===== config.mk =====
export PLATFORM = sky130hd
export DESIGN_NAME = bounded_ordered_list_engine
export DESIGN_NICKNAME = d
export VERILOG_FILES = /design/src/design/bole_pkg.sv /design/src/design/bole_cell.sv /design/src/design/bounded_ordered_list_engine.sv
export SDC_FILE = /design/constraint.sdc
export NUM_CORES = 2
export LEC_CHECK = 0
export BUFFER_PORTS_ARGS = -buffer_cell sky130_fd_sc_hd__buf_4
export CAP_MARGIN = 15
export CORE_MARGIN = 3
export CORE_UTILIZATION = 55
export DETAILED_ROUTE_END_ITERATION = 12
export GPL_ROUTABILITY_DRIVEN = 0
export HOLD_SLACK_MARGIN = 0.02
export PLACE_DENSITY = 0.77
export SLEW_MARGIN = 10
export SYNTH_ARGS = -nofsm -noshare
export SYNTH_HDL_FRONTEND = slang
export SYNTH_SLANG_ARGS = --single-unit

===== constraint.sdc =====
create_clock -name i_clk -period 11.1 [get_ports i_clk]
set_clock_uncertainty 0.1 [all_clocks]
set_input_delay 0 -clock i_clk [delete_from_list [all_inputs] [get_ports i_clk]]
set_output_delay 0 -clock i_clk [all_outputs]
set_load 0.005 [all_outputs]

===== src/design/bole_pkg.sv =====
// Shared types and constants for the bounded ordered list engine.
// No dependencies.
`timescale 1ns / 1ps

package bole_pkg;

    localparam int DEPTH_DEF = 16;
    localparam int DEPTH_MAX = 64;

    localparam int DATA_W   = 32;
    localparam int OP_W     = 3;
    localparam int POS_W    = 5;
    localparam int SLOT_W   = 4;
    localparam int STATUS_W = 2;
    localparam int LEN_W    = 5;

    // cell command bus is sized for the largest supported list
    localparam int CNT_W = $clog2(DEPTH_MAX + 1);

    typedef logic signed [DATA_W-1:0] t_data;

    // request opcodes; code 7 is unused and changes nothing
    localparam logic [OP_W-1:0] OP_SHOW      = 3'd0;
    localparam logic [OP_W-1:0] OP_INS_FIRST = 3'd1;
    localparam logic [OP_W-1:0] OP_INS_LAST  = 3'd2;
    localparam logic [OP_W-1:0] OP_INS_AT    = 3'd3;
    localparam logic [OP_W-1:0] OP_DEL_FIRST = 3'd4;
    localparam logic [OP_W-1:0] OP_DEL_LAST  = 3'd5;
    localparam logic [OP_W-1:0] OP_DEL_AT    = 3'd6;

    typedef enum logic [STATUS_W-1:0] {
        STAT_OK     = 2'd0,
        STAT_EMPTY  = 2'd1,
        STAT_BADPOS = 2'd2,
        STAT_FULL   = 2'd3
    } t_status;

    typedef enum logic [1:0] {
        CK_HOLD   = 2'd0,
        CK_INSERT = 2'd1,
        CK_DELETE = 2'd2,
        CK_ROTATE = 2'd3
    } t_cell_kind;

    // broadcast to every cell: idx is the zero-based target, cnt the
    // occupancy before the operation
    typedef struct packed {
        t_cell_kind       kind;
        logic [CNT_W-1:0] idx;
        logic [CNT_W-1:0] cnt;
    } t_cell_cmd;

endpackage


===== src/design/bole_cell.sv =====
// One storage cell of the list chain: holds one element and takes its
// next value from itself, a neighbor, the new value or the wrap value.
// Depends on bole_pkg.
`timescale 1ns / 1ps

module bole_cell
    import bole_pkg::*;
#(
    parameter int INDEX = 0
) (
    input  logic      i_clk,
    input  t_cell_cmd i_cmd,
    input  t_data     i_new,
    input  t_data     i_wrap,
    input  t_data     i_left,
    input  t_data     i_right,
    output t_data     o_data
);

    localparam logic [CNT_W-1:0] IDX_C  = CNT_W'(INDEX);
    localparam logic [CNT_W-1:0] IDX_P1 = CNT_W'(INDEX + 1);

    t_data r_data;
    t_data n_data;

    always_comb begin
        n_data = r_data;
        unique case (i_cmd.kind)
            CK_INSERT: begin
                if (i_cmd.idx == IDX_C) begin
                    n_data = i_new;
                end else if (i_cmd.idx < IDX_C && IDX_C <= i_cmd.cnt) begin
                    n_data = i_left;
                end
            end
            CK_DELETE: begin
                if (i_cmd.idx <= IDX_C && IDX_P1 < i_cmd.cnt) begin
                    n_data = i_right;
                end
            end
            // front element goes to the tail slot so show leaves the list intact
            CK_ROTATE: begin
                if (IDX_P1 < i_cmd.cnt) begin
                    n_data = i_right;
                end else if (IDX_P1 == i_cmd.cnt) begin
                    n_data = i_wrap;
                end
            end
            default: begin
                n_data = r_data;
            end
        endcase
    end

    always_ff @(posedge i_clk) begin
        r_data <= n_data;
    end

    assign o_data = r_data;

endmodule


===== src/design/bounded_ordered_list_engine.sv =====
// Ordered list of up to DEPTH signed 32-bit values, kept in a chain of cells.
// Depends on bole_pkg and bole_cell.
`timescale 1ns / 1ps

// A request is taken when start is high and busy is low. Every request except
// show on a non-empty list gives a single result on the next cycle with o_valid
// high; an insert or delete that is carried out shifts the cells in parallel.
// Show on a list of N elements holds busy while the chain rotates through cell 0
// one element per cycle, so N results appear back to back, front element first,
// and the list is back in place when o_last is seen. Results are strobed for one
// cycle and must be captured then; there is no stall.
module bounded_ordered_list_engine
    import bole_pkg::*;
#(
    parameter int DEPTH = DEPTH_DEF
) (
    input  logic                 i_clk,
    input  logic                 i_rst_n,
    input  logic                 start,
    output logic                 busy,
    input  logic [OP_W-1:0]      i_op,
    input  logic signed [31:0]   i_value,
    input  logic [POS_W-1:0]     i_position,
    output logic                 o_valid,
    output logic signed [31:0]   o_element,
    output logic [SLOT_W-1:0]    o_slot,
    output logic [STATUS_W-1:0]  o_status,
    output logic [LEN_W-1:0]     o_length,
    output logic                 o_last
);

    localparam int CW    = $clog2(DEPTH + 1);
    localparam int IW    = $clog2(DEPTH);
    localparam int CMP_W = ((CW > POS_W) ? CW : POS_W) + 1;
    localparam logic [CW-1:0] FULL_CNT = CW'(DEPTH);

    typedef enum logic [1:0] {
        ST_IDLE = 2'b01,
        ST_SHOW = 2'b10
    } t_state;

    t_state          r_state, n_state;
    logic [CW-1:0]   r_count, n_count;
    logic [IW-1:0]   r_idx, n_idx;
    logic            r_valid, n_valid;
    t_data           r_element, n_element;
    logic [SLOT_W-1:0] r_slot, n_slot;
    t_status         r_status, n_status;
    logic [LEN_W-1:0] r_length;
    logic            r_last, n_last;

    t_cell_cmd       cmd;
    t_data           w_cell [DEPTH];
    logic [CW-1:0]   tgt;
    logic [CMP_W-1:0] pos_x, cnt_x;

    assign pos_x = CMP_W'(i_position);
    assign cnt_x = CMP_W'(r_count);

    always_comb begin
        n_state   = r_state;
        n_count   = r_count;
        n_idx     = r_idx;
        n_valid   = 1'b0;
        n_element = '0;
        n_slot    = '0;
        n_status  = STAT_OK;
        n_last    = 1'b1;
        tgt       = '0;
        cmd.kind  = CK_HOLD;
        cmd.idx   = '0;
        cmd.cnt   = CNT_W'(r_count);

        unique case (r_state)
            ST_IDLE: begin
                if (start) begin
                    n_valid = 1'b1;
                    unique case (i_op) inside
                        OP_SHOW: begin
                            if (r_count == '0) begin
                                n_status = STAT_EMPTY;
                            end else begin
                                n_valid = 1'b0;
                                n_idx   = '0;
                                n_state = ST_SHOW;
                            end
                        end
                        OP_INS_FIRST, OP_INS_LAST, OP_INS_AT: begin
                            if (r_count == FULL_CNT) begin
                                n_status = STAT_FULL;
                            end else if (i_op == OP_INS_AT &&
                                         (pos_x == '0 || pos_x > cnt_x + CMP_W'(1))) begin
                                n_status = STAT_BADPOS;
                            end else begin
                                if (i_op == OP_INS_FIRST) begin
                                    tgt = '0;
                                end else if (i_op == OP_INS_LAST) begin
                                    tgt = r_count;
                                end else begin
                                    tgt = CW'(pos_x - CMP_W'(1));
                                end
                                cmd.kind = CK_INSERT;
                                cmd.idx  = CNT_W'(tgt);
                                n_count  = r_count + CW'(1);
                            end
                        end
                        OP_DEL_FIRST, OP_DEL_LAST, OP_DEL_AT: begin
                            if (r_count == '0) begin
                                n_status = STAT_EMPTY;
                            end else if (i_op == OP_DEL_AT &&
                                         (pos_x == '0 || pos_x > cnt_x)) begin
                                n_status = STAT_BADPOS;
                            end else begin
                                if (i_op == OP_DEL_FIRST) begin
                                    tgt = '0;
                                end else if (i_op == OP_DEL_LAST) begin
                                    tgt = r_count - CW'(1);
                                end else begin
                                    tgt = CW'(pos_x - CMP_W'(1));
                                end
                                cmd.kind = CK_DELETE;
                                cmd.idx  = CNT_W'(tgt);
                                n_count  = r_count - CW'(1);
                            end
                        end
                        default: begin
                            n_status = STAT_OK;
                        end
                    endcase
                end
            end
            ST_SHOW: begin
                cmd.kind  = CK_ROTATE;
                n_valid   = 1'b1;
                n_element = w_cell[0];
                n_slot    = SLOT_W'(r_idx);
                n_last    = (CW'(r_idx) + CW'(1)) == r_count;
                if (n_last) begin
                    n_state = ST_IDLE;
                end else begin
                    n_idx = r_idx + IW'(1);
                end
            end
            default: begin
                n_state = ST_IDLE;
            end
        endcase
    end

    always_ff @(posedge i_clk) begin
        if (!i_rst_n) begin
            r_state <= ST_IDLE;
            r_count <= '0;
            r_valid <= 1'b0;
            r_idx   <= '0;
        end else begin
            r_state <= n_state;
            r_count <= n_count;
            r_valid <= n_valid;
            r_idx   <= n_idx;
        end
    end

    always_ff @(posedge i_clk) begin
        r_element <= n_element;
        r_slot    <= n_slot;
        r_status  <= n_status;
        r_length  <= LEN_W'(n_count);
        r_last    <= n_last;
    end

    for (genvar g = 0; g < DEPTH; g++) begin : g_cell
        t_data w_left, w_right;
        if (g == 0) begin : g_head
            assign w_left = '0;
        end else begin : g_body
            assign w_left = w_cell[g-1];
        end
        if (g == DEPTH - 1) begin : g_tail
            assign w_right = w_cell[g];
        end else begin : g_mid
            assign w_right = w_cell[g+1];
        end
        bole_cell #(
            .INDEX (g)
        ) u_cell (
            .i_clk   (i_clk),
            .i_cmd   (cmd),
            .i_new   (i_value),
            .i_wrap  (w_cell[0]),
            .i_left  (w_left),
            .i_right (w_right),
            .o_data  (w_cell[g])
        );
    end

    assign busy      = (r_state == ST_SHOW);
    assign o_valid   = r_valid;
    assign o_element = r_element;
    assign o_slot    = r_slot;
    assign o_status  = r_status;
    assign o_length  = r_length;
    assign o_last    = r_last;

endmodule


# == Yosys cells after proc, flatten, opt, wreduce, memory -nomap -nowiden ==
# Index checks and enable logic that the tools add are counted.
# classes
n_lt_le_gt_ge,65
reduce_logical,63
n_addsub,6
n_mux,133
n_eq_ne,96
# op_table
operator,count
$mux W32,78
$pmux W32 S3,15
$ne A3 B1 Y1 const B,30
$reduce_and A4 Y1,17
$pmux W32 S2,1
$eq A7 B4 Y1 const B,8
$lt A7 B4 Y1 const B,8
$mux W5,10
$le A7 B4 Y1 const B,7
$eq A4 B5 Y1 const A,8
$le A4 B5 Y1 const A,8
$lt A4 B5 Y1 const A,8
$ne A2 B1 Y1 const B,18
$logic_and A1 B1 Y1,33
$eq A7 B3 Y1 const B,4
$le A7 B3 Y1 const B,4
$lt A7 B3 Y1 const B,4
$mux W9,3
$eq A3 B5 Y1 const A,4
$le A3 B5 Y1 const A,4
$lt A3 B5 Y1 const A,4
$pmux W9 S2,1
$mux W2,8
$mux W4,4
46 further kinds,74
# totals
elab_cells,388
register_bits,568

# == Depth between registers and ports, before layout ==
# logic_depth
depth_word,14
mapped_depth,18

# == Cells and area by module ==
# A second synthesis with hierarchy kept.
# unflattened
cells_unflattened,3109
hier_area_um2,37392.1
# modules_own_cells
mod,instances,area_per_inst_um2,cells_per_inst,seq_area_each_um2
bounded_ordered_list_engine,1,2967.8,332,1121.1
bole_cell (g_cell[5].u_cell),1,2655.0,281,960.9
bole_cell (g_cell[14].u_cell),1,2469.9,231,960.9
bole_cell (g_cell[13].u_cell),1,2168.3,154,960.9
bole_cell (g_cell[12].u_cell),1,2137.0,155,960.9
bole_cell (g_cell[9].u_cell),1,2132.0,153,960.9
bole_cell (g_cell[3].u_cell),1,2129.5,205,960.9
bole_cell (g_cell[7].u_cell),1,2127.0,154,960.9
bole_cell (g_cell[15].u_cell),1,2125.8,151,960.9
bole_cell (g_cell[8].u_cell),1,2118.3,152,960.9
bole_cell (g_cell[2].u_cell),1,2103.3,152,960.9
bole_cell (g_cell[1].u_cell),1,2102.0,152,960.9
bole_cell (g_cell[10].u_cell),1,2100.8,154,960.9
bole_cell (g_cell[11].u_cell),1,2099.5,150,960.9
3 more rows,--,--,--,--

# == Worst setup path after synthesis ==
# OpenSTA, ideal clock, no wires.
# synth_timing
path_kind,reg2reg
startpoint,register r_count[3]
endpoint,"register g_cell[14].u_cell.r_data[0], enable pin"
n_path_buf,2
stages_incl_launch_ff,16
slack_ps,2052
required_time_ps,10405
setup_time_ps,595
period_less_slack_ps,9048
t_arrival_ps,8353
cell_sequence,dfxtp_1 -> buf_2 -> clkinv_1 -> nor2_1 -> nand2_1 -> xnor2_1 -> ha_1 -> and3_1 -> a32o_1 -> a211oi_2 -> nor2_1 -> a22o_1 -> nor3_1 -> nand3_1 -> clkbuf_1 -> a2111oi_0
# synth_between
elab_chain_cells,13
word_cells_on_any_way,38
cone_classes,add/sub: 2; order compare: 6; eq/ne: 9; mux: 12; reduce/logical: 9
# synth_lines
element,line_no,rtl
start: declaration,bounded_ordered_list_engine.sv:43,"logic [CW-1:0] r_count, n_count;"
start signal: assignment,bounded_ordered_list_engine.sv:158,r_count <= n_count;
$add A5 B1 Y6,bounded_ordered_list_engine.sv:92,(pos_x == '0 || pos_x > cnt_x + CMP_W'(1))) begin
$gt A5 B6 Y1,bounded_ordered_list_engine.sv:92,
$logic_or A1 B1 Y1,bounded_ordered_list_engine.sv:92,
$logic_and A1 B1 Y1,bounded_ordered_list_engine.sv:91,end else if (i_op == OP_INS_AT &&
$mux W8,bounded_ordered_list_engine.sv:91,
$mux W8,bounded_ordered_list_engine.sv:89,if (r_count == FULL_CNT) begin
$pmux W9 S2,bounded_ordered_list_engine.sv:78,unique case (i_op) inside
$mux W9,bounded_ordered_list_engine.sv:76,if (start) begin
$mux W7,bounded_ordered_list_engine.sv:74,unique case (r_state)
$lt A7 B4 Y1 or $le A7 B4 Y1 (tied branches),"bole_cell.sv:32, bole_cell.sv:37",
"$logic_and A1 B1 Y1, on equally long branches","bole_cell.sv:32, bole_cell.sv:37",
$ne A3 B1 Y1 (no source line) or $ne A2 B1 Y1 (tied branches),--,
$reduce_and A4 Y1 (no source line) *,--,
end signal: assignment,bole_cell.sv:56,r_data <= n_data;
end: declaration,bole_cell.sv:23,t_data r_data;
# Every way passes the cells marked *; elsewhere a longest branch is shown, timed or not.
# A chain may end at the register's enable or synchronous reset.

# == Worst setup path in the final report ==
# layout_timing
startpoint,register r_count[2]
endpoint,register g_cell[5].u_cell.r_data[7] (data pin)
# layout_between
elab_chain_cells,12
word_cells_on_any_way,30
cone_classes,add/sub: 2; order compare: 3; eq/ne: 5; mux: 15; reduce/logical: 5
# layout_lines
element,line_no,rtl
$add A5 B1 Y6,bounded_ordered_list_engine.sv:92,
$gt A5 B6 Y1,bounded_ordered_list_engine.sv:92,
$logic_or A1 B1 Y1,bounded_ordered_list_engine.sv:92,
$logic_and A1 B1 Y1,bounded_ordered_list_engine.sv:91,
$mux W8,bounded_ordered_list_engine.sv:91,
$mux W8,bounded_ordered_list_engine.sv:89,
$pmux W9 S2,bounded_ordered_list_engine.sv:78,
$mux W9,bounded_ordered_list_engine.sv:76,
$mux W7,bounded_ordered_list_engine.sv:74,
$eq A7 B3 Y1,bole_cell.sv:30,if (i_cmd.idx == IDX_C) begin
$mux W32,bole_cell.sv:30,
$pmux W32 S3 *,bole_cell.sv:28,unique case (i_cmd.kind)
via g_cell[5].u_cell.n_data[7],bole_cell.sv:24,t_data n_data;
end signal: assignment,bole_cell.sv:56,
end: declaration,bole_cell.sv:23,
# Mark *: on every way through the listed nets, which the timed path passes. The rest lies on a longest branch.

==> summary.md <==
| Metric | Value |
|---|---|
| Drt wl/cell | `30.3 um` |
| Period utilization | `60.1%` |
| EDFF count, synth | `512` |
| WHS Endpoint | `o_status[1]$_SDFF_PN0_` |
| First-pass GRT wire length | `163000 um` |
| CP max stage cell | `a22oi_1` |
| YS warnings | `0` |
| Least-Margin Pin Slew | `1.56 ns` |
| Max-slew violations | `83` |
| FF-to-FF setup slack | `4.43 ns` |
| Power density cells | `203 nW/um^2` |
| Drt total wl | `109000 um` |
| Sw frac | `33.3%` |
| RSZ-0062 raised after global routing | `no` |
| Fin. Hold Viols | `0` |
| Combinational share of power | `21.0%` |
| R2r worst-path depth | `16` |
| Ys async rst share | `0%` |
| DP HPWL | `63000 um` |
| Failing checks | `slew limit` |
| CP Class | `reg2reg` |
| Cells after synthesis | `2904` |
| Residual DRC count | `0` |
| Layout Cell Area excl Fill | `34500 sq um` |
| Routed wl met2 | `48400 um` |
| CTS tree | `done` |
| Crit path largest cell delay | `0.83 ns` |
| Total Routing Usage GR | `35.5%` |
| DR WL met3 | `16400 um` |
| Switching pwr | `2330 uW` |
| Metal-1 WL | `37100 um` |
| 1st-pass router iterations | `7` |
| Setup TNS | `0 ns` |
| Status | `complete, but fails checks` |
| Leakage | `0.0124 uW` |
| Sequential share of power | `50.4%` |
| Filler cell count in the final layout | `4330` |
| Initial antenna violation count | `4` |
| Largest net degree at the start of global routing | `261` |
| Crit path capture type | `flop` |
| Worst-path clk slew | `0.06 ns` |
| Post-synthesis cell area | `31100 sq um` |
| Starting density of the core | `55.9%` |
| Crit Path Max Fanout | `44` |
| Rows | `86` |
| Worst Path Required | `11.32 ns` |
| CP top delay family | `compound AO/OA/AOI/OAI gates` |
| Total CTS buffers | `56` |
| Crit-path most repeated cell | `buf_4` |
| Worst-Skew Late Latency | `0.66 ns` |
| Vias in the first global route | `27009` |
| Arrival time worst endpoint | `6.89 ns` |
| PortBufs | `88` |
| Commonest non-fill, non-tap cell in the layout | `edfxtp_1` |
| Total internal power | `4670 uW` |
| Synth-to-layout area growth | `11.0%` |
| Total gr overflow | `0` |
| Top sig layer | `met5` |
| CTS sink count | `568` |
| Die footprint | `59400 sq um` |
| Remaining antenna violation count | `0` |
| Setup Viol. Count Final | `0` |
| Avg Inst Size Synth | `10.7 sq um` |
| Net Count, Synth | `2966` |
| Crit-path cells | `inv_1 > nor2_1 > nand2_1 > xnor2_1 > ha_1 > and3_1 > a32o_1 > a21oi_1 > o21bai_1 > a31o_2 > nand2_4 > buf_4 > o21ai_2 > buf_4 > a22oi_1 > o211ai_1` |
| Clock Tree Root | `clkbuf_16` |
| Die Span X | `244 um` |
| Commonest cells after routing, fill and taps aside | `edfxtp_1 (512), a22oi_1 (419), o21ai_0 (278)` |
| Worst Hold Launch | `i_position[4]` |
| Peak Freq | `0.150 GHz` |
| Reg2reg start | `r_count[2]$_SDFF_PN0_` |
| Max_slew headroom | `-4.27%` |
| Die H | `244 um` |
| Num ports | `89` |
| Top_reg_cell synth | `edfxtp_1` |
| Via count | `27281` |
| Buf/Inv on CP | `3` |
| Hold WC Path Type | `in2reg` |
| FF+latch count, synth | `568` |
| Startpoint types | `flop` |
| Distinct cell type count after synthesis | `71` |
| Fin nets | `2862` |
| Clock buffer depth | `3` |
| VDD IR max | `144 uV` |
| Drt via density | `7.59` |
| Initial DRC Count | `5033` |
| Post-CTS setup buffer count | `0` |
| Max Cap Viol | `0` |
| Min Tclk post-route | `6.67 ns` |
| Clock share of power | `28.6%` |
| Share of cells above drive strength 1 | `10.1%` |
| Register area share after synthesis | `53.1%` |
| Dpl cell area | `32100 sq um` |
| Cts repair resizes | `0` |
| H-tree Lvls | `2` |
| Core area | `55500 sq um` |
| Hold Path Cell Cnt | `6` |
| Worst R2R End | `g_cell[5].u_cell.o_data[7]$_DFFE_PP_` |
[worst max path at each step]
stage | startpoint | end | slack [ns] | depth (start not counted)
after floorplan | r_count[3]$_SDFF_PN0_ | g_cell[14].u_cell.o_data[0]$_DFFE_PP_ | 2.05 | 15
after global placement | r_count[2]$_SDFF_PN0_ | g_cell[10].u_cell.o_data[16]$_DFFE_PP_ | 5.02 | 15
after CTS | r_count[2]$_SDFF_PN0_ | g_cell[14].u_cell.o_data[0]$_DFFE_PP_ | 4.77 | 16
final | r_count[2]$_SDFF_PN0_ | g_cell[5].u_cell.o_data[7]$_DFFE_PP_ | 4.43 | 16
after detailed placement | r_count[2]$_SDFF_PN0_ | g_cell[10].u_cell.o_data[18]$_DFFE_PP_ | 4.80 | 15
after global routing | r_count[2]$_SDFF_PN0_ | g_cell[14].u_cell.o_data[0]$_DFFE_PP_ | 4.19 | 16
[cell families (layout without fill, tap and decap cells)]
logic type | Yosys count | after routing | share of synthesized area, %
and+or+nand+nor | 587 | 587 | 9.06
other | 0 | 2 | 0
xor gates and xnor gates | 14 | 14 | 0.395
buffers and inverters | 367 | 309 | 4.74
DFF | 568 | 568 | 53.1
adders and majority gates | 19 | 19 | 0.765
muxes | 259 | 259 | 8.35
AOI/OAI and AO/OA | 1090 | 1090 | 23.6
[through the flow]
step | setup slack, ns | instances | hold WS [ns] | total power [uW] | utilization, %
after global placement | 5.02 | 3445 | 0.166 | 4840 | 57.8
after CTS | 4.77 | 3590 | 0.0629 | 6890 | 61.9
after floorplan | 2.05 | 2904 | 0.0737 | 4280 | -
after global routing | 4.19 | 3594 | 0.161 | 7210 | 62.1
after detailed placement | 4.80 | 3445 | 0.173 | 4910 | 57.8
final | 4.43 | 3596 | 0.103 | 7000 | 62.1
[metal layers]
metal,track usage [%],up-vias
met5,0,-
met4,21.5,2
met3,10.0,497
met2,54.4,2619
met1,45.0,13040
li1,-,11123
[registers in the layout (all words and copies together) (netlist names)]
register	cells
r_idx	4
o_slot	4
o_last	1
o_element	32
o_status	2
g_cell.u_cell.o_data	512
r_state	2
o_valid	1
r_count	5
o_length	5
[synthesized netlist by cell type, types with 45 or more instances]
| library cell | number | area, sq um |
|---|---|---|
| edfxtp_1 | 512 | 15400 |
| a22oi_1 | 419 | 3150 |
| clkbuf_1 | 282 | 1060 |
| o21ai_0 | 279 | 1400 |
| mux2i_1 | 259 | 2590 |
| nand3_1 | 214 | 1070 |
| o211ai_1 | 196 | 1470 |
| nand2_1 | 171 | 642 |
| nor2_1 | 82 | 308 |
| a21oi_1 | 71 | 355 |
| dfxtp_1 | 56 | 1120 |
| and2_1 | 45 | 282 |
[power by group through the flow]
stage / Clock [uW] / Combinational [uW] / Sequential (uW)
after floorplan: 0 / 1050 / 3230
after global placement: 0 / 1330 / 3510
after detailed placement: 0 / 1390 / 3520
after CTS: 1990 / 1410 / 3490
after global routing: 2080 / 1570 / 3560
final: 2000 / 1470 / 3530
[tightest hold or removal path, delay by kind of cell]
family                 cells  cell delay, ns
buffers and inverters      1            0.15
and+or+nand+nor            3            0.22
AOI/OAI and AO/OA          2            0.39
[cell type report]
cell class | instances | area [sq um] | share of cell area, %
multi-input combinational | 1969 | 13500 | 39.2
clock inverter | 29 | 369 | 1.07
clock buffer | 75 | 1500 | 4.36
inverter | 19 | 71.3 | 0.207
timing repair buffer | 186 | 1580 | 4.59
tap | 748 | 936 | 2.71
antenna | 2 | 5.00 | 0.0145
sequential | 568 | 16500 | 47.8
[what timing repair did]
| action | CTS | global route |
|---|---|---|
| hold buffers | 41 | 0 |
| endpoints found under the hold margin | 358 | 0 |
| setup endpoints to repair | 0 | 0 |
(Power assumes the default switching activity.)
